==> src/rtl/sbsa_pkg.sv <==
package sbsa_pkg;

    // bitmap word geometry
    localparam int WORD_W = 32;
    localparam int OFF_W = 5;

    // defaults
    localparam int SLOT_COUNT_DEF = 128;
    localparam logic [7:0] CLUSTER_RESET = 8'd16;

    // request codes
    localparam logic [1:0] REQ_ALLOC = 2'd0;
    localparam logic [1:0] REQ_FREE = 2'd1;
    localparam logic [1:0] REQ_CHECK = 2'd2;
    localparam logic [1:0] REQ_NOP = 2'd3;

    // result status codes
    localparam logic [1:0] ST_OK = 2'd0;
    localparam logic [1:0] ST_FULL = 2'd1;
    localparam logic [1:0] ST_RANGE = 2'd2;
    localparam logic [1:0] ST_UNUSED = 2'd3;

    typedef struct packed {
        logic [1:0] req_type;
        logic [7:0] slot_index;
    } in_beat_t;

    typedef struct packed {
        logic [1:0] status;
        logic [6:0] granted_slot;
        logic [7:0] free_slots;
    } out_beat_t;

    // controller to datapath
    typedef struct packed {
        logic       load_req;
        logic       res_load;
        logic [1:0] res_code;
        logic       start_idx;
        logic       start_cluster;
        logic       start_fresh;
        logic       cluster_fail;
        logic       rd_en;
        logic       commit_free;
        logic       commit_alloc;
        logic       next_word;
        logic       push;
    } cmd_t;

    // datapath to controller
    typedef struct packed {
        logic [1:0] req_type;
        logic       range_bad;
        logic       count_zero;
        logic       cluster_ok;
        logic       bit_used;
        logic       hit;
        logic       last_word;
        logic       is_cluster;
        logic       out_free;
    } sts_t;

endpackage

==> src/rtl/sbsa_ram.sv <==
module sbsa_ram #(
    parameter int WIDTH = 32,
    parameter int DEPTH = 4,
    localparam int AW = (DEPTH > 1) ? $clog2(DEPTH) : 1
) (
    input  logic             aclk,
    input  logic             we,
    input  logic [AW-1:0]    waddr,
    input  logic [WIDTH-1:0] wdata,
    input  logic             re,
    input  logic [AW-1:0]    raddr,
    output logic [WIDTH-1:0] rdata
);

    logic [WIDTH-1:0] mem [DEPTH];
    logic [WIDTH-1:0] rdata_reg;

    // one write port, one registered read port
    always_ff @(posedge aclk) begin
        if (we) begin
            mem[waddr] <= wdata;
        end
        if (re) begin
            rdata_reg <= mem[raddr];
        end
    end

    assign rdata = rdata_reg;

endmodule

==> src/rtl/sbsa_ctrl.sv <==
module sbsa_ctrl (
    input  logic          aclk,
    input  logic          aresetn,
    input  logic          s_valid,
    output logic          s_ready,
    input  sbsa_pkg::sts_t sts,
    output sbsa_pkg::cmd_t cmd
);

    import sbsa_pkg::*;

    localparam logic [2:0] S_IDLE = 3'd0;
    localparam logic [2:0] S_DEC = 3'd1;
    localparam logic [2:0] S_RD = 3'd2;
    localparam logic [2:0] S_CHK = 3'd3;
    localparam logic [2:0] S_PUSH = 3'd4;

    logic [2:0] state_reg;
    logic [2:0] state_next;

    // state register
    always_ff @(posedge aclk) begin
        if (!aresetn) begin
            state_reg <= S_IDLE;
        end else begin
            state_reg <= state_next;
        end
    end

    assign s_ready = (state_reg == S_IDLE);

    // next state and commands
    always_comb begin
        state_next = state_reg;
        cmd = '0;
        unique case (state_reg)
            S_IDLE: begin
                if (s_valid) begin
                    cmd.load_req = 1'b1;
                    state_next = S_DEC;
                end
            end
            S_DEC: begin
                case (sts.req_type) inside
                    REQ_ALLOC: begin
                        if (sts.count_zero) begin
                            cmd.res_load = 1'b1;
                            cmd.res_code = ST_FULL;
                            state_next = S_PUSH;
                        end else if (sts.cluster_ok) begin
                            cmd.start_cluster = 1'b1;
                            state_next = S_RD;
                        end else begin
                            cmd.start_fresh = 1'b1;
                            state_next = S_RD;
                        end
                    end
                    REQ_FREE, REQ_CHECK: begin
                        if (sts.range_bad) begin
                            cmd.res_load = 1'b1;
                            cmd.res_code = ST_RANGE;
                            state_next = S_PUSH;
                        end else begin
                            cmd.start_idx = 1'b1;
                            state_next = S_RD;
                        end
                    end
                    default: begin
                        cmd.res_load = 1'b1;
                        cmd.res_code = ST_OK;
                        state_next = S_PUSH;
                    end
                endcase
            end
            S_RD: begin
                cmd.rd_en = 1'b1;
                state_next = S_CHK;
            end
            S_CHK: begin
                if (sts.req_type == REQ_ALLOC) begin
                    if (sts.hit) begin
                        cmd.commit_alloc = 1'b1;
                        cmd.res_load = 1'b1;
                        cmd.res_code = ST_OK;
                        state_next = S_PUSH;
                    end else if (!sts.last_word) begin
                        cmd.next_word = 1'b1;
                        state_next = S_RD;
                    end else if (sts.is_cluster) begin
                        // cluster scan ran off the end, rescan from slot zero
                        cmd.cluster_fail = 1'b1;
                        cmd.start_fresh = 1'b1;
                        state_next = S_RD;
                    end else begin
                        cmd.res_load = 1'b1;
                        cmd.res_code = ST_FULL;
                        state_next = S_PUSH;
                    end
                end else begin
                    cmd.res_load = 1'b1;
                    state_next = S_PUSH;
                    if (!sts.bit_used) begin
                        cmd.res_code = ST_UNUSED;
                    end else begin
                        cmd.res_code = ST_OK;
                        cmd.commit_free = (sts.req_type == REQ_FREE);
                    end
                end
            end
            S_PUSH: begin
                if (sts.out_free) begin
                    cmd.push = 1'b1;
                    state_next = S_IDLE;
                end
            end
            default: begin
                state_next = S_IDLE;
            end
        endcase
    end

endmodule

==> src/rtl/sbsa_dp.sv <==
module sbsa_dp #(
    parameter int SLOT_COUNT = sbsa_pkg::SLOT_COUNT_DEF,
    localparam int NW = (SLOT_COUNT + sbsa_pkg::WORD_W - 1) / sbsa_pkg::WORD_W,
    localparam int PW = (NW > 1) ? $clog2(NW) : 1
) (
    input  logic                        aclk,
    input  logic                        aresetn,
    input  sbsa_pkg::in_beat_t          s_data,
    input  logic                        cfg_wr_en,
    input  logic [7:0]                  cfg_wr_data,
    input  sbsa_pkg::cmd_t              cmd,
    output sbsa_pkg::sts_t              sts,
    output logic                        m_valid,
    input  logic                        m_ready,
    output sbsa_pkg::out_beat_t         m_data,
    output logic                        ram_we,
    output logic [PW-1:0]               ram_waddr,
    output logic [sbsa_pkg::WORD_W-1:0] ram_wdata,
    output logic                        ram_re,
    output logic [PW-1:0]               ram_raddr,
    input  logic [sbsa_pkg::WORD_W-1:0] ram_rdata
);

    import sbsa_pkg::*;

    localparam int CW = $clog2(SLOT_COUNT + 1);
    localparam int LAST_BITS = SLOT_COUNT - (NW - 1) * WORD_W;
    localparam logic [WORD_W-1:0] PAD_MASK =
        (LAST_BITS == WORD_W) ? '0 : ~((WORD_W'(1) << LAST_BITS) - WORD_W'(1));

    logic [1:0]        req_type_reg;
    logic [7:0]        slot_index_reg;
    logic [PW-1:0]     ptr_reg;
    logic [OFF_W-1:0]  off_reg;
    logic              cluster_reg;
    logic              first_reg;
    logic              row_valid_q_reg;
    logic [NW-1:0]     row_valid_reg;
    logic [CW-1:0]     count_reg;
    logic [CW-1:0]     cursor_reg;
    logic [7:0]        budget_reg;
    logic [7:0]        length_reg;
    logic [1:0]        res_status_reg;
    logic [6:0]        res_slot_reg;
    logic              m_valid_reg;
    out_beat_t         m_data_reg;

    logic [WORD_W-1:0] w_raw;
    logic [WORD_W-1:0] eff;
    logic [WORD_W-1:0] lo_mask;
    logic [OFF_W-1:0]  ff;
    logic [OFF_W-1:0]  idx_off;
    logic [CW-1:0]     slot_w;
    logic              last_word;

    // word as stored, unwritten rows read as all free
    assign w_raw = row_valid_q_reg ? ram_rdata : '0;
    assign idx_off = slot_index_reg[OFF_W-1:0];
    assign last_word = (ptr_reg == PW'(NW - 1));
    assign lo_mask = (WORD_W'(1) << off_reg) - WORD_W'(1);

    // scan view: padding and slots below the cursor count as used
    always_comb begin
        eff = w_raw;
        if (last_word) begin
            eff = eff | PAD_MASK;
        end
        if (cluster_reg && first_reg) begin
            eff = eff | lo_mask;
        end
    end

    // first free slot in the word
    always_comb begin
        ff = '0;
        for (int i = WORD_W - 1; i >= 0; i--) begin
            if (!eff[i]) begin
                ff = OFF_W'(i);
            end
        end
    end

    assign slot_w = (CW'(ptr_reg) << OFF_W) | CW'(ff);

    // status to controller
    always_comb begin
        sts.req_type = req_type_reg;
        sts.range_bad = (32'(slot_index_reg) >= 32'(SLOT_COUNT));
        sts.count_zero = (count_reg == '0);
        sts.cluster_ok = (budget_reg != 8'd0) && (cursor_reg < CW'(SLOT_COUNT));
        sts.bit_used = w_raw[idx_off];
        sts.hit = ~&eff;
        sts.last_word = last_word;
        sts.is_cluster = cluster_reg;
        sts.out_free = !m_valid_reg || m_ready;
    end

    // bitmap memory access
    assign ram_re = cmd.rd_en;
    assign ram_raddr = ptr_reg;
    assign ram_waddr = ptr_reg;
    assign ram_we = cmd.commit_alloc || cmd.commit_free;
    assign ram_wdata = cmd.commit_alloc ? (w_raw | (WORD_W'(1) << ff))
                                        : (w_raw & ~(WORD_W'(1) << idx_off));

    // request and scan position
    always_ff @(posedge aclk) begin
        if (cmd.load_req) begin
            req_type_reg <= s_data.req_type;
            slot_index_reg <= s_data.slot_index;
        end
        if (cmd.start_idx) begin
            ptr_reg <= PW'(slot_index_reg >> OFF_W);
        end else if (cmd.start_cluster) begin
            ptr_reg <= PW'(cursor_reg >> OFF_W);
            off_reg <= cursor_reg[OFF_W-1:0];
            cluster_reg <= 1'b1;
            first_reg <= 1'b1;
        end else if (cmd.start_fresh) begin
            ptr_reg <= '0;
            off_reg <= '0;
            cluster_reg <= 1'b0;
            first_reg <= 1'b1;
        end else if (cmd.next_word) begin
            ptr_reg <= ptr_reg + PW'(1);
            first_reg <= 1'b0;
        end
        if (cmd.rd_en) begin
            row_valid_q_reg <= row_valid_reg[ptr_reg];
        end
        if (cmd.res_load) begin
            res_status_reg <= cmd.res_code;
            res_slot_reg <= cmd.commit_alloc ? 7'(slot_w) : 7'd0;
        end
    end

    // allocator state
    always_ff @(posedge aclk) begin
        if (!aresetn) begin
            row_valid_reg <= '0;
            count_reg <= CW'(SLOT_COUNT);
            cursor_reg <= '0;
            budget_reg <= CLUSTER_RESET;
            length_reg <= CLUSTER_RESET;
        end else begin
            if (cfg_wr_en) begin
                length_reg <= cfg_wr_data;
            end
            if (ram_we) begin
                row_valid_reg[ptr_reg] <= 1'b1;
            end
            if (cmd.start_fresh) begin
                budget_reg <= length_reg;
            end
            if (cmd.cluster_fail) begin
                cursor_reg <= CW'(SLOT_COUNT);
            end
            if (cmd.commit_free) begin
                count_reg <= count_reg + CW'(1);
            end
            if (cmd.commit_alloc) begin
                count_reg <= count_reg - CW'(1);
                if (cluster_reg) begin
                    cursor_reg <= slot_w + CW'(1);
                    budget_reg <= budget_reg - 8'd1;
                end else begin
                    cursor_reg <= slot_w;
                end
            end
        end
    end

    // output register
    always_ff @(posedge aclk) begin
        if (!aresetn) begin
            m_valid_reg <= 1'b0;
        end else if (cmd.push) begin
            m_valid_reg <= 1'b1;
        end else if (m_ready) begin
            m_valid_reg <= 1'b0;
        end
    end

    always_ff @(posedge aclk) begin
        if (cmd.push) begin
            m_data_reg.status <= res_status_reg;
            m_data_reg.granted_slot <= res_slot_reg;
            m_data_reg.free_slots <= 8'(count_reg);
        end
    end

    assign m_valid = m_valid_reg;
    assign m_data = m_data_reg;

endmodule

==> src/rtl/swap_slot_bitmap_allocator.sv <==
// An accepted beat is decoded; unused codes, out-of-range and full-map requests go
// straight to the result. Free, check and allocate read their bitmap word and then test it.
// An allocate that misses moves on to the next 32-slot word, one read of the bitmap RAM and
// one test per word, until it hits or runs out of words. Only one item is in flight, so a
// new beat is taken only once the result of the last one has been pushed to the output.
// Reset (aresetn, synchronous, active low) frees all slots at once through per-word valid bits.
module swap_slot_bitmap_allocator #(
    parameter int SLOT_COUNT = sbsa_pkg::SLOT_COUNT_DEF
) (
    input  logic                aclk,
    input  logic                aresetn,
    input  logic                s_valid,
    output logic                s_ready,
    input  sbsa_pkg::in_beat_t  s_data,
    output logic                m_valid,
    input  logic                m_ready,
    output sbsa_pkg::out_beat_t m_data,
    input  logic                cfg_wr_en,
    input  logic [7:0]          cfg_wr_data
);

    import sbsa_pkg::*;

    localparam int NW = (SLOT_COUNT + WORD_W - 1) / WORD_W;
    localparam int PW = (NW > 1) ? $clog2(NW) : 1;

    cmd_t              cmd;
    sts_t              sts;
    logic              ram_we;
    logic [PW-1:0]     ram_waddr;
    logic [WORD_W-1:0] ram_wdata;
    logic              ram_re;
    logic [PW-1:0]     ram_raddr;
    logic [WORD_W-1:0] ram_rdata;

    // sequencer
    sbsa_ctrl u_ctrl (
        .aclk    (aclk),
        .aresetn (aresetn),
        .s_valid (s_valid),
        .s_ready (s_ready),
        .sts     (sts),
        .cmd     (cmd)
    );

    // counters, cursor, scan logic and output register
    sbsa_dp #(
        .SLOT_COUNT (SLOT_COUNT)
    ) u_dp (
        .aclk        (aclk),
        .aresetn     (aresetn),
        .s_data      (s_data),
        .cfg_wr_en   (cfg_wr_en),
        .cfg_wr_data (cfg_wr_data),
        .cmd         (cmd),
        .sts         (sts),
        .m_valid     (m_valid),
        .m_ready     (m_ready),
        .m_data      (m_data),
        .ram_we      (ram_we),
        .ram_waddr   (ram_waddr),
        .ram_wdata   (ram_wdata),
        .ram_re      (ram_re),
        .ram_raddr   (ram_raddr),
        .ram_rdata   (ram_rdata)
    );

    // used-slot bitmap, one 32-bit word per row
    sbsa_ram #(
        .WIDTH (WORD_W),
        .DEPTH (NW)
    ) u_map (
        .aclk  (aclk),
        .we    (ram_we),
        .waddr (ram_waddr),
        .wdata (ram_wdata),
        .re    (ram_re),
        .raddr (ram_raddr),
        .rdata (ram_rdata)
    );

endmodule
==> config.mk <==
export PLATFORM = sky130hd
export DESIGN_NAME = swap_slot_bitmap_allocator
export DESIGN_NICKNAME = d
export VERILOG_FILES = /design/src/rtl/sbsa_pkg.sv /design/src/rtl/sbsa_ram.sv /design/src/rtl/sbsa_ctrl.sv /design/src/rtl/sbsa_dp.sv /design/src/rtl/swap_slot_bitmap_allocator.sv
export SDC_FILE = /design/constraint.sdc
export NUM_CORES = 1
export LEC_CHECK = 0
export BUFFER_PORTS_ARGS = -buffer_cell sky130_fd_sc_hd__buf_2
export CAP_MARGIN = 10
export CELL_PAD_IN_SITES_DETAIL_PLACEMENT = 1
export CELL_PAD_IN_SITES_GLOBAL_PLACEMENT = 1
export CORE_ASPECT_RATIO = 1.1
export CORE_UTILIZATION = 47
export CTS_CLUSTER_DIAMETER = 80
export DETAILED_ROUTE_END_ITERATION = 10
export GPL_TIMING_DRIVEN = 0
export PLACE_DENSITY_LB_ADDON = 0.05
export SYNTH_ARGS = -nofsm -noshare
export SYNTH_HDL_FRONTEND = slang
export SYNTH_SLANG_ARGS = --single-unit
==> constraint.sdc <==
create_clock -name aclk -period 8.9 [get_ports aclk]
set_clock_uncertainty 0.1 [all_clocks]
set_input_delay 1.78 -clock aclk [delete_from_list [all_inputs] [get_ports aclk]]
set_output_delay 1.78 -clock aclk [all_outputs]
set_load 0.01 [all_outputs]
==> qor.csv, run 1 <==
stage;metric;value;unit
final_layout;share of post-route cells with drive strength above 1;18.0;%
global_route;first-pass GRT wire length;56.2;mm
logic_synthesis;synthesized net count;1036;
floorplan;Die Area;26600;sq um
logic_synthesis;largest cells by area after synthesis;edfxtp_1 (51%), mux4_2 (7.4%), dfxtp_1 (6.6%);
cts;# H-tree levels;1;
logic_synthesis;Mapped Area;12200;sq um
pwr;Max VDD drop;0.000184;V
logic_synthesis;sequential-to-total area share from yosys stat;57.3;%
logic_synthesis;Post-synth EDFFs;206;
setup_path;most frequent cell on the critical path;buf_2;
logic_synthesis;top-count cell post-synth;edfxtp_1;
setup_path;CP required;9220;ps
floorplan;I/O pin count;42;
timing;Post-Route Hold Slack;318;ps
timing;Final Cycle Share;71.5;%
timing;unrepaired setup endpoints after global routing;false;
global_route;Global Route Usage Sum;28.6;%
cts;cts bufs inserted;26;
final_layout;post-route cell area;13900;sq um
timing;min Tclk post-route;6360;ps
cts;post-CTS sizing;0;
floorplan;die height;171;um
floorplan;starting density of the core;48.0;%
floorplan;Die W;156;um
placed_design;dpl hpwl;27.9;mm
setup_path;Setup CP Type;reg -> reg;
flow_run;max-cap viol count;0;
routing;Pre-antenna DRT Iters;5;
logic_synthesis;ys async rst share;0;%
setup_path;CP peak stage delay;830;ps
global_route;GRT overflow;0;
routing;Via density;6.15;
routing;ANT nets after route;0;
placed_design;routability cong.;0.959;
timing;Slew HR;23.8;%
setup_path;CP Capture Type;register;
cts;clock tree buffer depth;3;
timing;Fin Setup TNS;0;ps
cts;post-CTS setup buffers;0;
placed_design;PortBufs;40;
placed_design;Setup Slack @ Placement;2660;ps
logic_synthesis;Top FF cell, synth;edfxtp_1;
timing;Hold Fails Final Rpt;0;
pwr;Static Leak;4.90;nW
logic_synthesis;synth cell count leaders;edfxtp_1 (206), nand2_1 (83), nor2_1 (82);
cts;clock-pin slew on the worst setup and hold paths;60;ps
setup_path;worst path arrival time;6680;ps
cts;Root Buffer;clkbuf_16;
cts;CTS tree;built;
global_route;initial antenna violation count;0;
cts;hold_buf cts;0;
cts;Clk Latency, worst-skew pair;530;ps
logic_synthesis;Yosys warnings;0;
floorplan;Core ar.;25400;sq um
setup_path;Startpoint Class;register;
routing;routed len/inst;25.8;um
routing;DR vias;8822;
logic_synthesis;synthesis-stage register bit count;246;
routing;final routed DRC violation total;0;
final_layout;Antenna diodes;0;
min_path;Hold Crit Class;reg -> reg;
setup_path;CP max FO;13;
timing;# setup viols final;0;
pwr;Power Density;183;nW/um^2
cts;CTS Sinks;246;
routing;total wire length;36.9;mm
global_route;largest net degree at the start of global routing;29;
logic_synthesis;cell count after synthesis;991;
run_status;status;finished clean;
logic_synthesis;top cell type's share of synthesized area;50.7;%
timing;Max Clock Freq;157;MHz
floorplan;Row Count;61;
logic_synthesis;count of cell types in the netlist;93;
final_layout;Area Growth Syn to Fin;13.6;%
placed_design;post-place instance area;13000;sq um
setup_path;R2R Setup Slk;2540;ps
global_route;vias in the first global route;8979;
logic_synthesis;syn_area_per_cell;12.3;sq um
timing;Final WS setup;2540;ps
logic_synthesis;Synth area leader;edfxtp_1;
final_layout;max FFs per register;128;
setup_path;CP max-delay cell;a311oi_1;
final_layout;Final nets;1113;
routing;initial drt markers;585;
timing;Final Slew Violations;0;
timing;Tightest Pin Transition;1130;ps
[kinds of logic after synthesis]
kind of cell               count (synthesis)  share of synthesized area, %
and+or+nand+nor                          327                          13.7
DFF                                      246                          57.3
AOI/OAI and AO/OA                        237                          13.7
buffers and inverters                     92                          3.40
muxes                                     56                          8.72
adders and majority gates                 22                          2.32
xor gates and xnor gates                  11                         0.790
[critical path: cells and delay by family, from the launching register on]
| family | cells | cell delay [ps] |
|---|---|---|
| AOI/OAI and AO/OA | 12 | 2850 |
| adders and majority gates | 2 | 520 |
| buffers and inverters | 7 | 1360 |
| DFF | 1 | 400 |
| muxes | 1 | 260 |
| and+or+nand+nor | 3 | 760 |
[power by group]
part	internal, W	leakage [nW]	switching, W
registers	0.00126	2.21	0.0000147
logic	0.0000618	2.28	0.000120
clock network	0.000642	0.417	0.000438
total	0.00197	4.90	0.000573
[per-stage QoR]
step | power (W) | utilization (%) | instances
floorplan | 0.00141 | - | 991
global placement | 0.00148 | 50.5 | 1377
detailed placement | 0.00148 | 51.1 | 1386
CTS | 0.00256 | 54.5 | 1434
global route | 0.00261 | 54.5 | 1434
finish | 0.00254 | 54.5 | 1434
[worst paths after layout]
kind                                              from                end  cells past startpoint
worst max-delay path                   u_dp.off_reg[1]  u_dp.count_reg[7]                     25
worst min-delay path            u_dp.res_status_reg[1]    u_dp.m_data[16]                      0
worst max register to register         u_dp.off_reg[1]  u_dp.count_reg[7]                     25
worst min register to register  u_dp.res_status_reg[1]    u_dp.m_data[16]                      0
[final cells by class]
class | instances | area (sq um)
Fill cell | 2622 | 11600
Tap cell | 346 | 433
Multi-Input combinational cell | 653 | 4830
Clock inverter | 16 | 161
Sequential cell | 246 | 6990
Clock buffer | 32 | 694
Inverter | 37 | 139
Timing Repair Buffer | 49 | 329
Buffer | 55 | 275
[layer usage]
metal	track usage, %	wire length [um]	vias up
li1	-	-	3965
met1	41.2	16900	4491
met2	44.6	16900	304
met3	4.51	2200	62
met4	8.44	925	0
met5	0	0	-
[layout by cell type, fill, tap and decap left out, types with 9 or more instances in the layout]
cell type,instances
mux2i_1,14
a21o_1,16
nand3_1,25
o21ai_0,32
a31oi_1,11
a21oi_1,48
clkbuf_1,26
nor2b_1,11
nand2b_1,13
o21ai_1,12
dfxtp_1,40
inv_1,33
clkbuf_16,27
mux4_2,40
o21a_1,9
nand2_1,83
edfxtp_1,206
o22ai_1,11
buf_2,59
nor3_1,23
ha_1,21
and2_1,16
nor2_1,82
Power figures use the tool's default switching activity.
==> run 2, diff against run 1 <==
--- a/config.mk
+++ b/config.mk
@@ -10,7 +10,7 @@
 export CELL_PAD_IN_SITES_DETAIL_PLACEMENT = 1
 export CELL_PAD_IN_SITES_GLOBAL_PLACEMENT = 1
 export CORE_ASPECT_RATIO = 1.1
-export CORE_UTILIZATION = 47
+export CORE_UTILIZATION = 46
 export CTS_CLUSTER_DIAMETER = 80
 export DETAILED_ROUTE_END_ITERATION = 10
 export GPL_TIMING_DRIVEN = 0
==> constraint.sdc (replaced) <==
create_clock -name aclk -period 5.4 [get_ports aclk]
set_clock_uncertainty 0.1 [all_clocks]
set_input_delay 1.08 -clock aclk [delete_from_list [all_inputs] [get_ports aclk]]
set_output_delay 1.08 -clock aclk [all_outputs]
set_load 0.01 [all_outputs]
==> run 2 against run 1 <==
Against the previous run:
- cell count increased by 1.5%
- sequential share of layout area fell by 1.3 points
- via count rose by 0.26%
- critical path type unchanged
- die area is 2.1% higher
==> qor.csv, run 2 (synthesis gave the netlist of run 1 again) <==
stage;metric;value;unit;change
global_route;Global Route Usage Sum;28.5;%;-0.029 points
cts;clock-pin slew on the worst setup and hold paths;60;ps;about the same
setup_path;most frequent cell on the critical path;a21o_1;;
global_route;initial antenna violation count;0;;unchanged
placed_design;routability cong.;0.975;;+1.6%
timing;Hold Fails Final Rpt;0;;unchanged
final_layout;Final nets;1133;;+1.8%
run_status;status;finished clean;;
routing;initial drt markers;746;;+28%
cts;CTS tree;built;;
global_route;first-pass GRT wire length;57.5;mm;+2.4%
pwr;NetSw;0.000944;W;+65%
timing;unrepaired setup endpoints after global routing;true;;
pwr;Static Leak;5.06;nW;+3.2%
pwr;Power Density;296;nW/um^2;+61%
cts;Root Buffer;clkbuf_16;;
routing;final routed DRC violation total;0;;unchanged
pwr;sequential share of power;50.1;%;-0.2 points
timing;Final WS setup;115;ps;-2420 ps
cts;clock tree buffer depth;3;;unchanged
global_route;GRT overflow;0;;unchanged
pwr;switching part of the total;22.4;%;-0.13 points
floorplan;Die W;157;um;+1.1%
timing;Final Cycle Share;97.9;%;+26 points
routing;total wire length;37.7;mm;+2.0%
placed_design;dpl hpwl;27.8;mm;-0.39%
pwr;Max VDD drop;0.000318;V;+73%
setup_path;CP Launch Point;u_dp.off_reg[1];;
timing;Post-Route Hold Slack;318;ps;-0.0440 ps
cts;# H-tree levels;1;;unchanged
flow_run;max-cap viol count;0;;unchanged
placed_design;Setup Slack @ Placement;-943;ps;-3600 ps
pwr;Clock power frac;42.6;%;about the same
timing;min Tclk post-route;5290;ps;-1080 ps
timing;Final Slew Violations;0;;unchanged
routing;DR vias;8845;;+0.26%
floorplan;I/O pin count;42;;unchanged
routing;Via density;6.07;;-1.3%
cts;CTS Sinks;246;;unchanged
setup_path;Startpoint Class;register;;
setup_path;r2r startpoint;u_dp.off_reg[1];;
pwr;Internal Power;0.00326;W;+66%
setup_path;crit-path cells;buf_6, buf_4, or2_4, nor2_4, inv_1, ha_1, buf_4, nor2_4, a22oi_1, o311a_1, or3_4, nor4b_4, a31o_2, inv_6, ha_1, a21o_1, a21o_1, a21o_1, a21oi_2, o21bai_1, a21oi_2, a21oi_1, a21o_1, mux2_2;;
floorplan;die height;173;um;+1.1%
min_path;Endpoint, Worst Hold;u_dp.m_data[11];;
final_layout;Multi-input gate area;5010;sq um;+3.6%
setup_path;Setup CP Type;reg -> reg;;
floorplan;Core ar.;26100;sq um;+2.6%
setup_path;CP peak stage delay;420;ps;-410 ps
min_path;Hold Crit Class;reg -> reg;;
final_layout;Antenna diodes;0;;unchanged
final_layout;most frequent cells in the layout;edfxtp_1 (206), nand2_1 (83), nor2_1 (79), buf_2 (54), a21oi_1 (43);;
setup_path;CP max-delay cell;edfxtp_1;;
final_layout;max FFs per register;128;;unchanged
final_layout;commonest non-fill, non-tap cell in the layout;edfxtp_1;;
cts;cts bufs inserted;26;;unchanged
final_layout;Fillers;2725;;+3.9%
setup_path;r2r endpoint;u_dp.count_reg[7];;
timing;Tightest Pin Transition;1010;ps;-123 ps
setup_path;CP max FO;13;;unchanged
placed_design;PortBufs;40;;unchanged
floorplan;Die Area;27200;sq um;+2.1%
setup_path;CP Capture Type;register;;
timing;Slew HR;32.0;%;+8.2 points
routing;Pre-antenna DRT Iters;5;;unchanged
min_path;Hold Crit Start;u_dp.res_slot_reg[3];;
min_path;Hold Crit Depth;0;;unchanged
floorplan;starting density of the core;46.8;%;-1.2 points
timing;# setup viols final;0;;unchanged
pwr;combinational share of power;7.4;%;+0.2 points
final_layout;FF/Latch Area;6990;sq um;unchanged
routing;ANT nets after route;0;;unchanged
setup_path;Reg2Reg Depth;24;;-4.0%
final_layout;share of post-route cells with drive strength above 1;22.6;%;+4.5 points
routing;routed len/inst;25.9;um;+0.45%
pwr;Design Power;0.00421;W;+66%
setup_path;worst path arrival time;5620;ps;-1060 ps
global_route;largest net degree at the start of global routing;29;;unchanged
global_route;vias in the first global route;9355;;+4.2%
final_layout;Area Growth Syn to Fin;16.6;%;
floorplan;Row Count;62;;+1.6%
timing;Max Clock Freq;189;MHz;+20%
cts;Clk Latency, worst-skew pair;550;ps;+20 ps
setup_path;CP required;5740;ps;-3480 ps
setup_path;R2R Setup Slk;110;ps;-2420 ps
run 2: cell count changes in the layout (fill, tap and decap cells not counted), moves of 4 or more:
cell,before,now
buf_4,6,28
o21ai_0,32,26
a21oi_1,48,43
a21oi_2,2,7
buf_2,59,54
o21ai_2,0,5
buf_6,7,11
clkbuf_1,26,22
clkinv_1,7,3
run 2: how the worst max path moves through the flow:
stage,end,slack (ps)
after floorplan,u_map.mem[1][0],-8
after global placement,u_map.mem[1][14],-2400
after detailed placement,u_dp.count_reg[7],-940
after CTS,u_dp.count_reg[7],-30
after global routing,u_dp.count_reg[7],-130
final,u_dp.count_reg[7],110
run 2: final cells by class:
class	instances	area share (%)
tap	352	3.10
buffer	55	2.16
inverter	37	1.01
clock buffer	29	4.65
clock inverter	15	1.35
timing repair buffer	69	3.37
multi-input combinational	653	35.2
sequential	246	49.1
run 2: power groups by stage:
stage,combinational [W],clock (W),sequential (W)
floorplan,0.000188,0,0.00214
global placement,0.000286,0,0.00215
detailed placement,0.000294,0,0.00215
CTS,0.000303,0.00183,0.00211
global route,0.000335,0.00188,0.00211
finish,0.000310,0.00179,0.00211
run 2: repair_timing:
action | in CTS | in global routing
setup buffers | 9 | 11
hold buffers | 0 | 0
pin swaps | 13 | 12
resized for setup | 37 | 23
setup endpoints to repair | 254 | 72
run 2: worst max-delay path, delay by kind of cell (launching register included):
family,cells,cell delay [ps]
AOI/OAI and AO/OA,11,1990
buffers and inverters,5,620
and+or+nand+nor,5,1250
adders and majority gates,2,490
muxes,1,260
DFF,1,420
run 2: metrics by stage:
stage | instance area (sq um) | std cells | TNS (ps) | utilization [%]
floorplan | 12200 | 991 | -491 | -
global placement | 12800 | 1383 | -330850 | 49.2
detailed placement | 13000 | 1392 | -44890 | 49.9
CTS | 14100 | 1445 | -34.5 | 54.0
global route | 14200 | 1456 | -130 | 54.6
finish | 14200 | 1456 | 0 | 54.6
run 2: routing by layer:
layer | GRT usage [%] | share of wire (%)
met5 | 0 | 0
met4 | 6.03 | 1.9
met3 | 4.21 | 5.4
met2 | 46.0 | 48
met1 | 41.0 | 45
==> run 3, diff against run 2 <==
--- a/config.mk
+++ b/config.mk
@@ -10,7 +10,7 @@
 export CELL_PAD_IN_SITES_DETAIL_PLACEMENT = 1
 export CELL_PAD_IN_SITES_GLOBAL_PLACEMENT = 1
 export CORE_ASPECT_RATIO = 1.1
-export CORE_UTILIZATION = 46
+export CORE_UTILIZATION = 47
 export CTS_CLUSTER_DIAMETER = 80
 export DETAILED_ROUTE_END_ITERATION = 10
 export GPL_TIMING_DRIVEN = 0
==> constraint.sdc (replaced) <==
create_clock -name aclk -period 5.3 [get_ports aclk]
set_clock_uncertainty 0.1 [all_clocks]
set_input_delay 1.06 -clock aclk [delete_from_list [all_inputs] [get_ports aclk]]
set_output_delay 1.06 -clock aclk [all_outputs]
set_load 0.01 [all_outputs]
==> run 3 against run 2 <==
Against the previous run:
- fmax rose by 2.3%
- sequential share of layout area fell by 0.48 points
- highest routed layer unchanged
- sequential power rose by 2%
- register-to-register slack improved by 20 ps
- largest cell class unchanged
- clock power barely moved
- routed wire length rose by 0.93%
==> qor.csv, run 3 (synthesis gave the netlist of run 1 again) <==
stage;metric;value;unit;change
timing;Slew HR;23.7;%;-8.3 points
floorplan;Core ar.;25400;sq um;-2.5%
placed_design;dpl hpwl;27.9;mm;+0.40%
setup_path;CP max FO;10;;-3
pwr;switching part of the total;22.7;%;+0.26 points
final_layout;max FFs per register;128;;unchanged
cts;cts bufs inserted;26;;unchanged
min_path;Hold Crit Class;reg -> reg;;
cts;CTS Sinks;246;;unchanged
cts;CTS tree;built;;
routing;routed len/inst;25.9;um;+0.17%
final_layout;Antenna diodes;0;;unchanged
cts;hold_buf cts;0;;unchanged
cts;Root Buffer;clkbuf_16;;
setup_path;CP required;5430;ps;-310 ps
final_layout;commonest non-fill, non-tap cell in the layout;edfxtp_1;;
timing;unrepaired setup endpoints after global routing;true;;
cts;clock tree buffer depth;3;;unchanged
placed_design;post-place instance area;13000;sq um;about the same
final_layout;Area Growth Syn to Fin;17.8;%;
final_layout;share of post-route cells with drive strength above 1;23.5;%;+0.91 points
routing;Pre-antenna DRT Iters;6;;+1
global_route;initial antenna violation count;0;;unchanged
global_route;Global Route Usage Sum;28.9;%;+0.40 points
floorplan;Die W;156;um;-1.1%
placed_design;Setup Slack @ Placement;-943;ps;-0.0450 ps
pwr;Power Density;298;nW/um^2;+0.85%
timing;Final WS setup;135;ps;+20.6 ps
global_route;largest net degree at the start of global routing;29;;unchanged
pwr;combinational share of power;7.5;%;about the same
timing;Final Cycle Share;97.4;%;-0.43 points
global_route;GRT overflow;0;;unchanged
final_layout;Final nets;1146;;+1.1%
routing;initial drt markers;605;;-19%
setup_path;CP Capture Type;register;;
timing;Hold Fails Final Rpt;0;;unchanged
pwr;Internal Power;0.00331;W;+1.5%
floorplan;Die Area;26600;sq um;-2.1%
routing;total wire length;38.0;mm;+0.93%
pwr;Max VDD drop;0.000308;V;-3.3%
cts;# H-tree levels;1;;unchanged
pwr;Clock power frac;42.4;%;-0.2 points
routing;Via density;6.14;;+1.1%
setup_path;Setup CP Type;reg -> reg;;
floorplan;Row Count;61;;-1.6%
routing;final routed DRC violation total;0;;unchanged
routing;ANT nets after route;0;;unchanged
setup_path;Startpoint Class;register;;
global_route;first-pass GRT wire length;57.0;mm;-0.98%
setup_path;worst path arrival time;5300;ps;-320 ps
placed_design;PortBufs;40;;unchanged
cts;clock-pin slew on the worst setup and hold paths;70;ps;about the same
pwr;sequential share of power;50.1;%;about the same
timing;Final Slew Violations;0;;unchanged
timing;min Tclk post-route;5160;ps;-121 ps
pwr;NetSw;0.000972;W;+3.0%
timing;Max Clock Freq;194;MHz;+2.3%
floorplan;I/O pin count;42;;unchanged
placed_design;routability cong.;0.959;;-1.6%
timing;Tightest Pin Transition;1130;ps;+123 ps
final_layout;most frequent cells in the layout;edfxtp_1 (206), nand2_1 (83), nor2_1 (79), buf_2 (54), a21oi_1 (44);;
cts;Clk Latency, worst-skew pair;530;ps;-20 ps
routing;DR vias;9014;;+1.9%
flow_run;max-cap viol count;0;;unchanged
final_layout;post-route cell area;14400;sq um;+0.98%
timing;# setup viols final;0;;unchanged
run_status;status;finished clean;;
global_route;vias in the first global route;9073;;-3.0%
floorplan;die height;171;um;-1.1%
floorplan;starting density of the core;48.0;%;+1.2 points
pwr;Static Leak;5.13;nW;+1.3%
run 3: final timing paths:
path	endpoint	from	cells after the start	slack, ps
max	u_map.mem[0][3]	u_dp.off_reg[2]	19	140
min	u_dp.m_data[16]	u_dp.res_status_reg[1]	0	320
max reg2reg	u_map.mem[0][3]	u_dp.off_reg[2]	19	140
min reg2reg	u_dp.m_data[16]	u_dp.res_status_reg[1]	0	320
run 3: layout make-up:
class | instances | area (sq um)
Buffer | 55 | 312
Clock buffer | 32 | 694
Clock inverter | 16 | 161
Fill cell | 2596 | 11100
Inverter | 37 | 144
Multi-Input combinational cell | 653 | 5040
Sequential cell | 246 | 6990
Tap cell | 346 | 433
Timing Repair Buffer | 82 | 589
run 3: worst max-delay path: stages (launching register included):
cell	delay (ps)
edfxtp_1	420
buf_4	170
or3_4	380
nor2_4	130
inv_1	50
ha_1	220
buf_6	150
nand4b_1	160
nor2b_1	110
a211o_1	320
a21o_1	200
a221oi_1	450
o2111ai_1	290
a211o_1	380
o21ai_2	290
inv_1	110
ha_1	260
ha_1	240
inv_1	210
o22ai_1	230
run 3: power groups by stage:
stage          combinational [W]  sequential, W  clock, W
6_report                0.000321        0.00215   0.00182
3_3_place_gp            0.000293        0.00219         0
5_1_grt                 0.000343        0.00215   0.00191
3_5_place_dp            0.000301        0.00219         0
4_1_cts                 0.000313        0.00215   0.00185
2_1_floorplan           0.000192        0.00218         0
run 3: stage by stage:
step	hold WS [ps]	utilization [%]	instances	power [W]	TNS (ps)
finish	317	56.5	1467	0.00428	0
floorplan	300	-	991	0.00237	-6890
global route	326	56.5	1467	0.00440	-604
detailed placement	306	51.1	1386	0.00249	-68260
global placement	303	50.5	1377	0.00248	-371920
CTS	322	55.6	1448	0.00431	-8.18
run 3: layer usage:
| metal | global-route usage (%) | share of wire [%] | up-vias |
|---|---|---|---|
| met1 | 41.6 | 45 | 4600 |
| li1 | - | - | 4038 |
| met5 | 0 | 0 | - |
| met4 | 8.01 | 2.5 | 0 |
| met2 | 45.6 | 46 | 309 |
| met3 | 4.53 | 6.2 | 67 |
run 3: repair_timing:
action,in CTS,in global routing
buffers inserted,14,19
resized for setup,41,21
setup endpoints to repair,262,50
pin swaps,9,16
